## src/design/nested_rectangle_filter_top_assert.svh

```systemverilog
// Assertion macros for the nested rectangle filter, clocked on clock, quiet in reset.
`ifndef NESTED_RECTANGLE_FILTER_TOP_ASSERT_SVH
`define NESTED_RECTANGLE_FILTER_TOP_ASSERT_SVH

// Condition holds at every edge.
`define NRF_ASSERT_ALWAYS(name, cond) \
   name: assert property (@(posedge clock) disable iff (reset) (cond)) \
      else $error("nested rectangle filter: invariant violated");

// Consequence holds in the same cycle as the antecedent.
`define NRF_ASSERT_IMPLY(name, pre, post) \
   name: assert property (@(posedge clock) disable iff (reset) (pre) |-> (post)) \
      else $error("nested rectangle filter: implication violated");

// Consequence holds in the cycle after the antecedent.
`define NRF_ASSERT_NEXT(name, pre, post) \
   name: assert property (@(posedge clock) disable iff (reset) (pre) |=> (post)) \
      else $error("nested rectangle filter: next-cycle check violated");

`endif

```

## src/design/nrf_pkg.sv

```systemverilog
// Package of the nested rectangle filter: rectangle type, states and containment test.
`default_nettype none

package nrf_pkg;

   localparam int MAX_RECTS_DEF = 64;
   localparam int RECT_W        = 48;

   typedef struct packed {
      logic signed [11:0] x;
      logic signed [11:0] y;
      logic [11:0]        w;
      logic [11:0]        h;
   } rect_type;

   typedef enum logic [2:0] {
      ST_LOAD,
      ST_READ_I,
      ST_LATCH_I,
      ST_SCAN,
      ST_DECIDE,
      ST_FINAL
   } nrf_state_type;

   // True when the intersection of a and b equals a; an empty overlap is (0,0,0,0).
   function automatic logic rect_inside(input rect_type a, input rect_type b);
      logic signed [13:0] ax, ay, aw, ah, bx, by, bw, bh;
      logic signed [13:0] sx, sy, ex, ey, sw, sh, a_ex, b_ex, a_ey, b_ey;
      ax = {{2{a.x[11]}}, a.x};
      ay = {{2{a.y[11]}}, a.y};
      aw = {2'b00, a.w};
      ah = {2'b00, a.h};
      bx = {{2{b.x[11]}}, b.x};
      by = {{2{b.y[11]}}, b.y};
      bw = {2'b00, b.w};
      bh = {2'b00, b.h};
      sx = (ax > bx) ? ax : bx;
      sy = (ay > by) ? ay : by;
      a_ex = ax + aw;
      b_ex = bx + bw;
      a_ey = ay + ah;
      b_ey = by + bh;
      ex = (a_ex < b_ex) ? a_ex : b_ex;
      ey = (a_ey < b_ey) ? a_ey : b_ey;
      sw = ex - sx;
      sh = ey - sy;
      // collapse an empty overlap to the null rectangle
      if (sw <= 14'sd0 || sh <= 14'sd0) begin
         sx = '0;
         sy = '0;
         sw = '0;
         sh = '0;
      end
      return (sx == ax) && (sy == ay) && (sw == aw) && (sh == ah);
   endfunction

endpackage

`default_nettype wire

```

## src/design/nrf_ram.sv

```systemverilog
// Generic single-port-write, single-port-read RAM with registered read data.
`default_nettype none

module nrf_ram #(
   parameter int WIDTH = 48,
   parameter int DEPTH = 64
) (
   input  wire logic                     clock,
   input  wire logic                     wr_en,
   input  wire logic [$clog2(DEPTH)-1:0] wr_addr,
   input  wire logic [WIDTH-1:0]         wr_data,
   input  wire logic [$clog2(DEPTH)-1:0] rd_addr,
   output logic      [WIDTH-1:0]         rd_data
);

   logic [WIDTH-1:0] mem [DEPTH];
   logic [WIDTH-1:0] rd_data_ff;

   // write on enable, read every cycle
   always_ff @(posedge clock) begin
      if (wr_en) begin
         mem[wr_addr] <= wr_data;
      end
      rd_data_ff <= mem[rd_addr];
   end

   assign rd_data = rd_data_ff;

endmodule

`default_nettype wire

```

## src/design/nested_rectangle_filter_top.sv

```systemverilog
// Top level of the nested rectangle filter: load control, pairwise scan and result register.
`default_nettype none

// Nested rectangle filter. Requests carry one rectangle each and are stored in
// order, one per cycle, until a request marked last_in; beyond MAX_RECTS entries
// rectangles are dropped and every result of the set reports overflow. After the
// last request the block takes no request while it filters: for each of the n
// stored rectangles it reads the entry, then streams all n entries through the
// single read port of the store memory and tests containment; a result stall
// can hold the filtering up. Survivors leave in load order, the final one with
// last_out; an empty set of survivors gives one result with valid_res clear. The
// store needs no clearing after reset.
module nested_rectangle_filter_top
   import nrf_pkg::*;
#(
   parameter int MAX_RECTS = MAX_RECTS_DEF
) (
   input  wire logic               clock,
   input  wire logic               reset,
   input  wire logic               req_valid,
   output logic                    req_stall,
   input  wire logic signed [11:0] req_rect_x,
   input  wire logic signed [11:0] req_rect_y,
   input  wire logic        [11:0] req_rect_w,
   input  wire logic        [11:0] req_rect_h,
   input  wire logic               req_last_in,
   output logic                    rsp_valid,
   input  wire logic               rsp_stall,
   output logic signed      [11:0] rsp_out_x,
   output logic signed      [11:0] rsp_out_y,
   output logic             [11:0] rsp_out_w,
   output logic             [11:0] rsp_out_h,
   output logic                    rsp_valid_res,
   output logic                    rsp_overflow,
   output logic                    rsp_last_out
);

   localparam int ADDR_W = $clog2(MAX_RECTS);
   localparam int CNT_W  = $clog2(MAX_RECTS + 1);

   nrf_state_type     state_ff, state_in;
   logic [CNT_W-1:0]  count_ff, count_in;
   logic              ovf_ff, ovf_in;
   logic [ADDR_W-1:0] i_ff, i_in;
   logic [CNT_W-1:0]  j_ff, j_in;
   logic              cmp_v_ff, cmp_v_in;
   logic [ADDR_W-1:0] cmp_idx_ff, cmp_idx_in;
   logic              drop_ff, drop_in;
   rect_type          cur_ff, cur_in;
   logic              pend_v_ff, pend_v_in;
   rect_type          pend_ff, pend_in;
   logic              rsp_valid_ff, rsp_valid_in;
   rect_type          rsp_rect_ff, rsp_rect_in;
   logic              rsp_res_ff, rsp_res_in;
   logic              rsp_ovf_ff, rsp_ovf_in;
   logic              rsp_last_ff, rsp_last_in;

   logic              req_accept;
   logic              room;
   logic              slot_free;
   logic              last_i;
   logic              advance;
   logic              wr_en;
   logic [ADDR_W-1:0] rd_addr;
   logic [RECT_W-1:0] rd_data;
   rect_type          rd_rect;
   rect_type          wr_rect;

   assign req_accept = req_valid && (state_ff == ST_LOAD);
   assign room       = count_ff < CNT_W'(MAX_RECTS);
   assign slot_free  = !rsp_valid_ff || !rsp_stall;
   assign last_i     = (CNT_W'(i_ff) + CNT_W'(1)) == count_ff;
   assign wr_en      = req_accept && room;
   assign rd_addr    = (state_ff == ST_READ_I) ? i_ff : j_ff[ADDR_W-1:0];
   assign rd_rect    = rect_type'(rd_data);

   always_comb begin
      wr_rect.x = req_rect_x;
      wr_rect.y = req_rect_y;
      wr_rect.w = req_rect_w;
      wr_rect.h = req_rect_h;
   end

   // rectangle store
   nrf_ram #(
      .WIDTH (RECT_W),
      .DEPTH (MAX_RECTS)
   ) u_store (
      .clock   (clock),
      .wr_en   (wr_en),
      .wr_addr (count_ff[ADDR_W-1:0]),
      .wr_data (wr_rect),
      .rd_addr (rd_addr),
      .rd_data (rd_data)
   );

   // next state, scan control and result push
   always_comb begin
      state_in     = state_ff;
      count_in     = count_ff;
      ovf_in       = ovf_ff;
      i_in         = i_ff;
      j_in         = j_ff;
      cmp_v_in     = cmp_v_ff;
      cmp_idx_in   = cmp_idx_ff;
      drop_in      = drop_ff;
      cur_in       = cur_ff;
      pend_v_in    = pend_v_ff;
      pend_in      = pend_ff;
      rsp_valid_in = rsp_valid_ff && rsp_stall;
      rsp_rect_in  = rsp_rect_ff;
      rsp_res_in   = rsp_res_ff;
      rsp_ovf_in   = rsp_ovf_ff;
      rsp_last_in  = rsp_last_ff;
      advance      = 1'b0;

      case (state_ff)
         ST_LOAD: begin
            // store the request or flag it as dropped
            if (req_valid) begin
               if (room) begin
                  count_in = count_ff + CNT_W'(1);
               end else begin
                  ovf_in = 1'b1;
               end
               if (req_last_in) begin
                  i_in     = '0;
                  state_in = ST_READ_I;
               end
            end
         end
         ST_READ_I: begin
            state_in = ST_LATCH_I;
         end
         ST_LATCH_I: begin
            cur_in   = rd_rect;
            j_in     = '0;
            cmp_v_in = 1'b0;
            drop_in  = 1'b0;
            state_in = ST_SCAN;
         end
         ST_SCAN: begin
            // issue the next read
            if (j_ff < count_ff) begin
               cmp_v_in   = 1'b1;
               cmp_idx_in = j_ff[ADDR_W-1:0];
               j_in       = j_ff + CNT_W'(1);
            end else begin
               cmp_v_in = 1'b0;
            end
            // test the entry that arrived
            if (cmp_v_ff && (cmp_idx_ff != i_ff) && rect_inside(cur_ff, rd_rect)) begin
               drop_in = 1'b1;
            end
            if ((j_ff == count_ff) && !cmp_v_ff) begin
               state_in = ST_DECIDE;
            end
         end
         ST_DECIDE: begin
            // hold one survivor back so the final one can carry last_out
            if (drop_ff) begin
               advance = 1'b1;
            end else if (!pend_v_ff) begin
               pend_in   = cur_ff;
               pend_v_in = 1'b1;
               advance   = 1'b1;
            end else if (slot_free) begin
               rsp_valid_in = 1'b1;
               rsp_rect_in  = pend_ff;
               rsp_res_in   = 1'b1;
               rsp_ovf_in   = ovf_ff;
               rsp_last_in  = 1'b0;
               pend_in      = cur_ff;
               advance      = 1'b1;
            end
            if (advance) begin
               if (last_i) begin
                  state_in = ST_FINAL;
               end else begin
                  i_in     = i_ff + ADDR_W'(1);
                  state_in = ST_READ_I;
               end
            end
         end
         ST_FINAL: begin
            // emit the final result and empty the store
            if (slot_free) begin
               rsp_valid_in = 1'b1;
               rsp_rect_in  = pend_v_ff ? pend_ff : '0;
               rsp_res_in   = pend_v_ff;
               rsp_ovf_in   = ovf_ff;
               rsp_last_in  = 1'b1;
               pend_v_in    = 1'b0;
               count_in     = '0;
               ovf_in       = 1'b0;
               state_in     = ST_LOAD;
            end
         end
         default: begin
            state_in = ST_LOAD;
         end
      endcase
   end

   // control registers
   always_ff @(posedge clock) begin
      if (reset) begin
         state_ff     <= ST_LOAD;
         count_ff     <= '0;
         ovf_ff       <= 1'b0;
         i_ff         <= '0;
         j_ff         <= '0;
         cmp_v_ff     <= 1'b0;
         drop_ff      <= 1'b0;
         pend_v_ff    <= 1'b0;
         rsp_valid_ff <= 1'b0;
      end else begin
         state_ff     <= state_in;
         count_ff     <= count_in;
         ovf_ff       <= ovf_in;
         i_ff         <= i_in;
         j_ff         <= j_in;
         cmp_v_ff     <= cmp_v_in;
         drop_ff      <= drop_in;
         pend_v_ff    <= pend_v_in;
         rsp_valid_ff <= rsp_valid_in;
      end
   end

   // payload registers
   always_ff @(posedge clock) begin
      cmp_idx_ff  <= cmp_idx_in;
      cur_ff      <= cur_in;
      pend_ff     <= pend_in;
      rsp_rect_ff <= rsp_rect_in;
      rsp_res_ff  <= rsp_res_in;
      rsp_ovf_ff  <= rsp_ovf_in;
      rsp_last_ff <= rsp_last_in;
   end

   assign req_stall     = (state_ff != ST_LOAD);
   assign rsp_valid     = rsp_valid_ff;
   assign rsp_out_x     = rsp_rect_ff.x;
   assign rsp_out_y     = rsp_rect_ff.y;
   assign rsp_out_w     = rsp_rect_ff.w;
   assign rsp_out_h     = rsp_rect_ff.h;
   assign rsp_valid_res = rsp_res_ff;
   assign rsp_overflow  = rsp_ovf_ff;
   assign rsp_last_out  = rsp_last_ff;

`include "nested_rectangle_filter_top_assert.svh"

   `NRF_ASSERT_ALWAYS(a_count_bound, count_ff <= CNT_W'(MAX_RECTS))
   `NRF_ASSERT_IMPLY(a_empty_is_last, rsp_valid && !rsp_valid_res, rsp_last_out)
   `NRF_ASSERT_IMPLY(a_no_pending_in_load, state_ff == ST_LOAD, !pend_v_ff)
   `NRF_ASSERT_NEXT(a_final_clears, (state_ff == ST_FINAL) && slot_free,
                    (count_ff == '0) && !ovf_ff && rsp_valid && rsp_last_out)

endmodule

`default_nettype wire
```

## config.mk

```make
export PLATFORM = sky130hd
export DESIGN_NAME = nested_rectangle_filter_top
export DESIGN_NICKNAME = d
export VERILOG_FILES = /design/src/design/nrf_pkg.sv /design/src/design/nrf_ram.sv /design/src/design/nested_rectangle_filter_top.sv
export VERILOG_INCLUDE_DIRS = /design/src /design/src/design
export SDC_FILE = /design/constraint.sdc
export NUM_CORES = 2
export LEC_CHECK = 0
export BUFFER_PORTS_ARGS = -buffer_cell sky130_fd_sc_hd__clkbuf_2
export CORE_MARGIN = 2
export CORE_UTILIZATION = 58
export DETAILED_ROUTE_END_ITERATION = 10
export PLACE_DENSITY = 0.74
export SYNTH_ARGS = -nofsm -noshare
export SYNTH_HDL_FRONTEND = slang
export SYNTH_HIERARCHICAL = 1
export SYNTH_SLANG_ARGS = --single-unit
```

## constraint.sdc

```tcl
create_clock -name clock -period 9.64 [get_ports clock]
set_clock_uncertainty 0.05 [all_clocks]
set_input_delay 0.482 -clock clock [delete_from_list [all_inputs] [get_ports clock]]
set_output_delay 0.482 -clock clock [all_outputs]
set_load 0.01 [all_outputs]
```

# == Word level (Yosys, flattened, before mapping) ==
# Memories as Yosys holds them, arrays and structs flattened. A register that Yosys moved wholly into a read port is not among the register bits.
# Cells that the tools add are included.
# word_totals
register_bits,181
mem_bits_rw,3072
input_bits,53
output_inout_bits,53
word_cells,173
n_memories,1
# mem_list
memory,words,word_bits,read_ports,rd_ports_with_merged_regs,wr,line_no,text
u_store.mem,64,48,1,1,1,nrf_ram.sv:16,logic [WIDTH-1:0] mem [DEPTH];
# classes
addsub,10
order_cmp,8
eq_ne,26
muxes,71
bitwise_logic,1
reduce_logical,31
# op_table
op,n
$mux W48,7
$mux W14,12
$pmux W48 S2,1
$add A12 B13 Y14,4
$mux W6,5
$eq A14 B12 Y1,2
$eq A14 B13 Y1,2
$le A14 B1 Y1 const B,2
$lt A14 B14 Y1,2
$mux W7,4
$pmux W7 S2,2
$sub A14 B14 Y14,2
$ne A2 B2 Y1 const B,13
$gt A12 B12 Y1,2
$mux W1,24
$mux W3,6
$pmux W3 S6,1
$pmux W1 S2,8
$reduce_and A5 Y1,3
$add A7 B1 Y7 const B,2
$eq A7 B7 Y1,2
$pmux W6 S2,1
$logic_and A1 B1 Y1,9
$reduce_and A3 Y1,3
other kinds (17),28

# == Logic depth before layout (Yosys ltp) ==
# logic_depth
word_depth,15
depth_mapped,43
mapped_depth_nobuf,40

# == Cells and area by module ==
# The synthesis kept the hierarchy.
# by_module_without_submodules
module,instances,cells_per_inst,area_each_um2,seq_area_each_um2
nrf_ram,1,4970,117134.8,93209.4
nested_rectangle_filter_top,1,1240,12794.8,5154.9

# == Worst setup path before layout ==
# OpenSTA, ideal clock, no wires.
# synth_timing
kind,register -> register
startpoint,reg cur_ff[36] (netlist name)
endpoint,reg drop_ff
setup_time_ps,73
arrival_time_ps,8345
required_time_ps,9517
slack_ps,1172
stages_incl_launch_ff,40
n_path_buf,1
period_less_slack_ps,8468
path_cell_list,edfxtp_1 -> ha_1 -> fa_1 -> a21o_1 -> a21oi_1 -> o21ai_0 -> a21oi_1 -> o21bai_1 -> a21oi_1 -> o21bai_1 -> a21oi_1 -> nor2b_1 -> nor2_1 -> o21bai_1 -> xor2_1 -> ha_1 -> nand4_1 -> nor2_1 -> [4 not listed] -> xnor2_1 -> clkbuf_1 -> nand2_1 -> o21ai_0 -> ha_1 -> a21o_1 -> or3_1 -> o211a_1 -> o31a_1 -> nor3_1 -> o21ai_0 -> a21oi_1 -> xor3_1 -> or4_4 -> a2111oi_4 -> nand4_1 -> or4_4 -> o22ai_2
# synth_between
elab_chain_len,15
elab_cells_between_ends,26
classes_between,add/sub: 2; order compare: 3; eq/ne: 5; mux: 10; reduce/logical: 6
# synth_rtl
item,line_no,text
start: declaration,nested_rectangle_filter_top.sv:49,"rect_type cur_ff, cur_in;"
start signal: assignment,nested_rectangle_filter_top.sv:233,cur_ff <= cur_in;
$add A12 B13 Y14,nrf_pkg.sv:39,a_ex = ax + aw;
$lt A14 B14 Y1,nrf_pkg.sv:43,ex = (a_ex < b_ex) ? a_ex : b_ex;
$mux W14,nrf_pkg.sv:43,
$sub A14 B14 Y14,nrf_pkg.sv:45,sw = ex - sx;
$le A14 B1 Y1,nrf_pkg.sv:48,if (sw <= 14'sd0 || sh <= 14'sd0) begin
$logic_or A1 B1 Y1,nrf_pkg.sv:48,
$mux W14,nrf_pkg.sv:48,
$mux W14,nested_rectangle_filter_top.sv:117,case (state_ff)
$eq A14 B12 Y1,nrf_pkg.sv:54,return (sx == ax) && (sy == ay) && (sw == aw) && (sh == ah);
$logic_and A1 B1 Y1 (2 in series),nrf_pkg.sv:54,
$logic_and A1 B1 Y1 (*),nrf_pkg.sv:54,
$logic_and A1 B1 Y1 (*),nested_rectangle_filter_top.sv:152,"if (cmp_v_ff && (cmp_idx_ff != i_ff) && rect_inside(cur_ff, rd_rect)) begin"
$ne A2 B2 Y1 (no line) (*),n/a,
$reduce_and A2 Y1 (no line) (*),n/a,
end signal: assignment,nested_rectangle_filter_top.sv:224,drop_ff <= drop_in;
end: declaration,nested_rectangle_filter_top.sv:48,"logic drop_ff, drop_in;"
# Mark *: on every way between the ends. The rest lies on a longest branch, timed or not. The select of a mux whose other input is x is not followed.
# A chain may end at the register's enable or synchronous reset.

# == Worst setup path in the final report ==
# layout_timing
startpoint,reg cur_ff[12] (netlist name)
endpoint,reg drop_ff
# The elaborated chain is that of the path after synthesis.

==> flow_summary.json <==
{
  "status": "complete, no violations",
  "postSynthRegisterBits": 3301,
  "power_per_cell_area_mw_per_mm2": 275.2,
  "drt_iter0_markers": 9759,
  "routed_wire_length_per_instance_um": 35.01,
  "final_layout_size_suffix_gt1_frac": 0.2421,
  "cts_max_level": 5,
  "most_used_dff_post_synth": "sky130_fd_sc_hd__edfxtp_1",
  "syn_area_mm2": 0.1299,
  "final.period_utilization": 0.9417,
  "grt_start_max_net_pins": 115,
  "cell_with_the_most_instances_on_the_worst_path": "sky130_fd_sc_hd__a21oi_2",
  "cts_tree": "done",
  "final_period_minus_worst_setup_slack_ns": 9.078,
  "design.final.nets": 6720,
  "place_ws_ns": 0.2607,
  "reported_leakage_power_nw": 45.13,
  "fp.dieH_um": 477.3,
  "final_cell_mix": "3225 x sky130_fd_sc_hd__edfxtp_1, 754 x sky130_fd_sc_hd__mux4_2, 343 x sky130_fd_sc_hd__clkbuf_16",
  "layout_commonest_cell": "sky130_fd_sc_hd__edfxtp_1",
  "clock_transition_at_the_registers_of_the_reported_paths_ns": 0.06,
  "slowest_delay_ns": 0.55,
  "cp_num_buf_inv": 0,
  "fillcell_total": 14160,
  "synth.yosys.warnings": 6,
  "layout.area.seq_mm2": 0.09836,
  "crit_path_end_kind": "flip-flop",
  "drv_slew": 0,
  "die_w_um": 477.3,
  "die_area_mm2": 0.2278,
  "criticalPathCategory": "flip-flop to flip-flop",
  "insertion_delay_ns": 0.94,
  "synth_sequential_area_ratio": 0.7571,
  "grt-ovfl-total": 0,
  "finish.instance_area_mm2": 0.1454,
  "mappedNetlistNets": 6405,
  "critPathArrivalTime_ns": 9.88,
  "routability_cong": 0.8995,
  "critical-path-slowest-cell": "sky130_fd_sc_hd__or4_4",
  "final_hold_vios": 0,
  "dp_hpwl_um": 185000,
  "postSynthAreaPerCell_um2": 20.92,
  "first_pass_iters": 6,
  "postPlaceCellArea_mm2": 0.1347,
  "rsz0062_at_grt": "false",
  "clock_tree.buffer_depth": 4,
  "initial_core_utilization": 0.5839,
  "cpLargestDelayFamily": "compound AO/OA/AOI/OAI gates",
  "final_antenna_net_count": 0,
  "timing_worst_slew_pin_value_ns": 1.411,
  "timing.final.ws_setup_ns": 0.5624,
  "critical_path.startpoint_type": "flip-flop",
  "routed_vias": 67600,
  "first_global_vias": 66770,
  "antenna_found_initial": 30,
  "drt-vias-per-instance": 6.923,
  "max_freq_ghz": 0.1102,
  "count_of_flip_flops_with_a_built_in_enable_after_synthesis": 3225,
  "global_router_s_overall_resource_usage": 0.2995,
  "netlist_instances": 6210,
  "tritoncts.num_buffers": 339,
  "grt_pass1_wl_um": 485700,
  "route.detailed.drc": 0,
  "holdCritPathClass": "input port to flip-flop",
  "timing.max_slew.rel_slack": 0.05744,
  "clock_tree.root_cell": "sky130_fd_sc_hd__clkbuf_16",
  "placeableCoreArea_mm2": 0.2225,
  "vdd_drop_max_mv": 0.4091,
  "area_taken_by_multi_input_logic_gates_mm2": 0.03040,
  "worst_ep_required_time_ns": 10.44,
  "synthToLayoutAreaGrowth_pct": 11.87,
  "maxCapViolations": 0,
  "utilization": 0.6532,
  "async_sr_flop_fraction": 0,
  "wire_length_after_detailed_routing_um": 341800,
  "timing.critical_path.fanout_max": 13,
  "yosys.cell_types.count": 89,
  "portBuffers": 105,
  "placementRows": 173,
  "io_pins": 106,
  "final.setup.tns_ns": 0,
  "clock-sinks": 3301,
  "setup_viol": 0
}
## layout make-up
type,instances,area share
Inverter,81,0.002092
Tap cell,2975,0.02561
Timing Repair Buffer,279,0.01389
Multi-Input combinational cell,2523,0.2091
Clock inverter,179,0.01143
Sequential cell,3301,0.6767
Antenna cell,18,0.0003099
Clock buffer,408,0.06080
## worst paths after layout
kind | startpoint | endpoint | slack, ns | cells past startpoint
worst max register to register | cur_ff[12] | drop_ff | 0.56 | 37
worst min-delay path | req_rect_h[3] | u_store/mem[45][3] | 0.14 | 2
worst min register to register | ovf_ff | rsp_overflow | 0.38 | 0
worst max-delay path | cur_ff[12] | drop_ff | 0.56 | 37
## per-layer routing
layer  share of wire  vias to the layer above  track usage
met5         0.00046                        -            0
met1            0.36                    35420       0.4159
li1                -                    26770            -
met2            0.47                     4587       0.4675
met4           0.039                       24       0.1012
met3            0.13                      798      0.07913
## flip-flops by register name, indices dropped and copies added, names as in the netlist, 3 cells and up
signal,count
cur_ff,48
rsp_out_h,12
pend_ff,48
rsp_out_y,12
u_store/mem,3072
i_ff,6
cmp_idx_ff,6
u_store/rd_data,48
count_ff,7
j_ff,7
state_ff,3
rsp_out_w,12
rsp_out_x,12
## power breakdown
group	switching [mW]	total (mW)	leakage (nW)	internal (mW)
logic	6.48	10.8	10.4	4.33
clock network	5.28	12.6	5.11	7.31
registers	0.314	16.6	29.6	16.3
total	12.1	40.0	45.1	27.9
## what timing repair did
action | CTS | global route
buffers inserted | 0 | 3
setup endpoints to repair | 0 | 1
resized for setup | 0 | 19
endpoints found under the hold margin | 16 | 0
hold buffers | 5 | 0
## per-stage QoR
| stage | instances | hold slack, ns | power [mW] |
|---|---|---|---|
| 2_1_floorplan | 6210 | 0.3590 | 24.35 |
| 3_3_place_gp | 9151 | 0.3714 | 27.13 |
| 3_5_place_dp | 9151 | 0.3686 | 27.24 |
| 4_1_cts | 9743 | 0.09777 | 39.73 |
| 5_1_grt | 9756 | 0.1363 | 41.60 |
| 6_report | 9764 | 0.1409 | 40.01 |
## cells by family (layout without fill, tap and decap cells)
family	after synthesis	count (layout)	share of synthesized area
buf+inv	386	947	0.01467
other cells	0	18	0
xor+xnor	100	100	0.007222
mux	874	874	0.1402
flops	3301	3301	0.7571
simple gates	584	584	0.02218
fa+ha+maj	142	142	0.01402
compound gates	823	823	0.04462
## cells in the mapped netlist (60+ instances only)
| cell type | number | area, um2 |
|---|---|---|
| sky130_fd_sc_hd__mux4_2 | 754 | 16980 |
| sky130_fd_sc_hd__ha_1 | 136 | 1702 |
| sky130_fd_sc_hd__o22ai_1 | 132 | 825.8 |
| sky130_fd_sc_hd__a221oi_1 | 84 | 735.7 |
| sky130_fd_sc_hd__nand2_1 | 114 | 427.9 |
| sky130_fd_sc_hd__dfxtp_1 | 76 | 1521 |
| sky130_fd_sc_hd__edfxtp_1 | 3225 | 96840 |
| sky130_fd_sc_hd__a22oi_1 | 75 | 563.0 |
| sky130_fd_sc_hd__nor2b_1 | 86 | 538.0 |
| sky130_fd_sc_hd__buf_2 | 90 | 450.4 |
| sky130_fd_sc_hd__nor2_1 | 214 | 803.3 |
| sky130_fd_sc_hd__inv_1 | 81 | 304.0 |
| sky130_fd_sc_hd__a21oi_1 | 162 | 810.8 |
| sky130_fd_sc_hd__xnor2_1 | 60 | 525.5 |
| sky130_fd_sc_hd__mux2i_1 | 99 | 991.0 |
| sky130_fd_sc_hd__o21ai_0 | 72 | 360.4 |
| sky130_fd_sc_hd__clkbuf_1 | 126 | 473.0 |
Power figures use the tool's default switching activity.
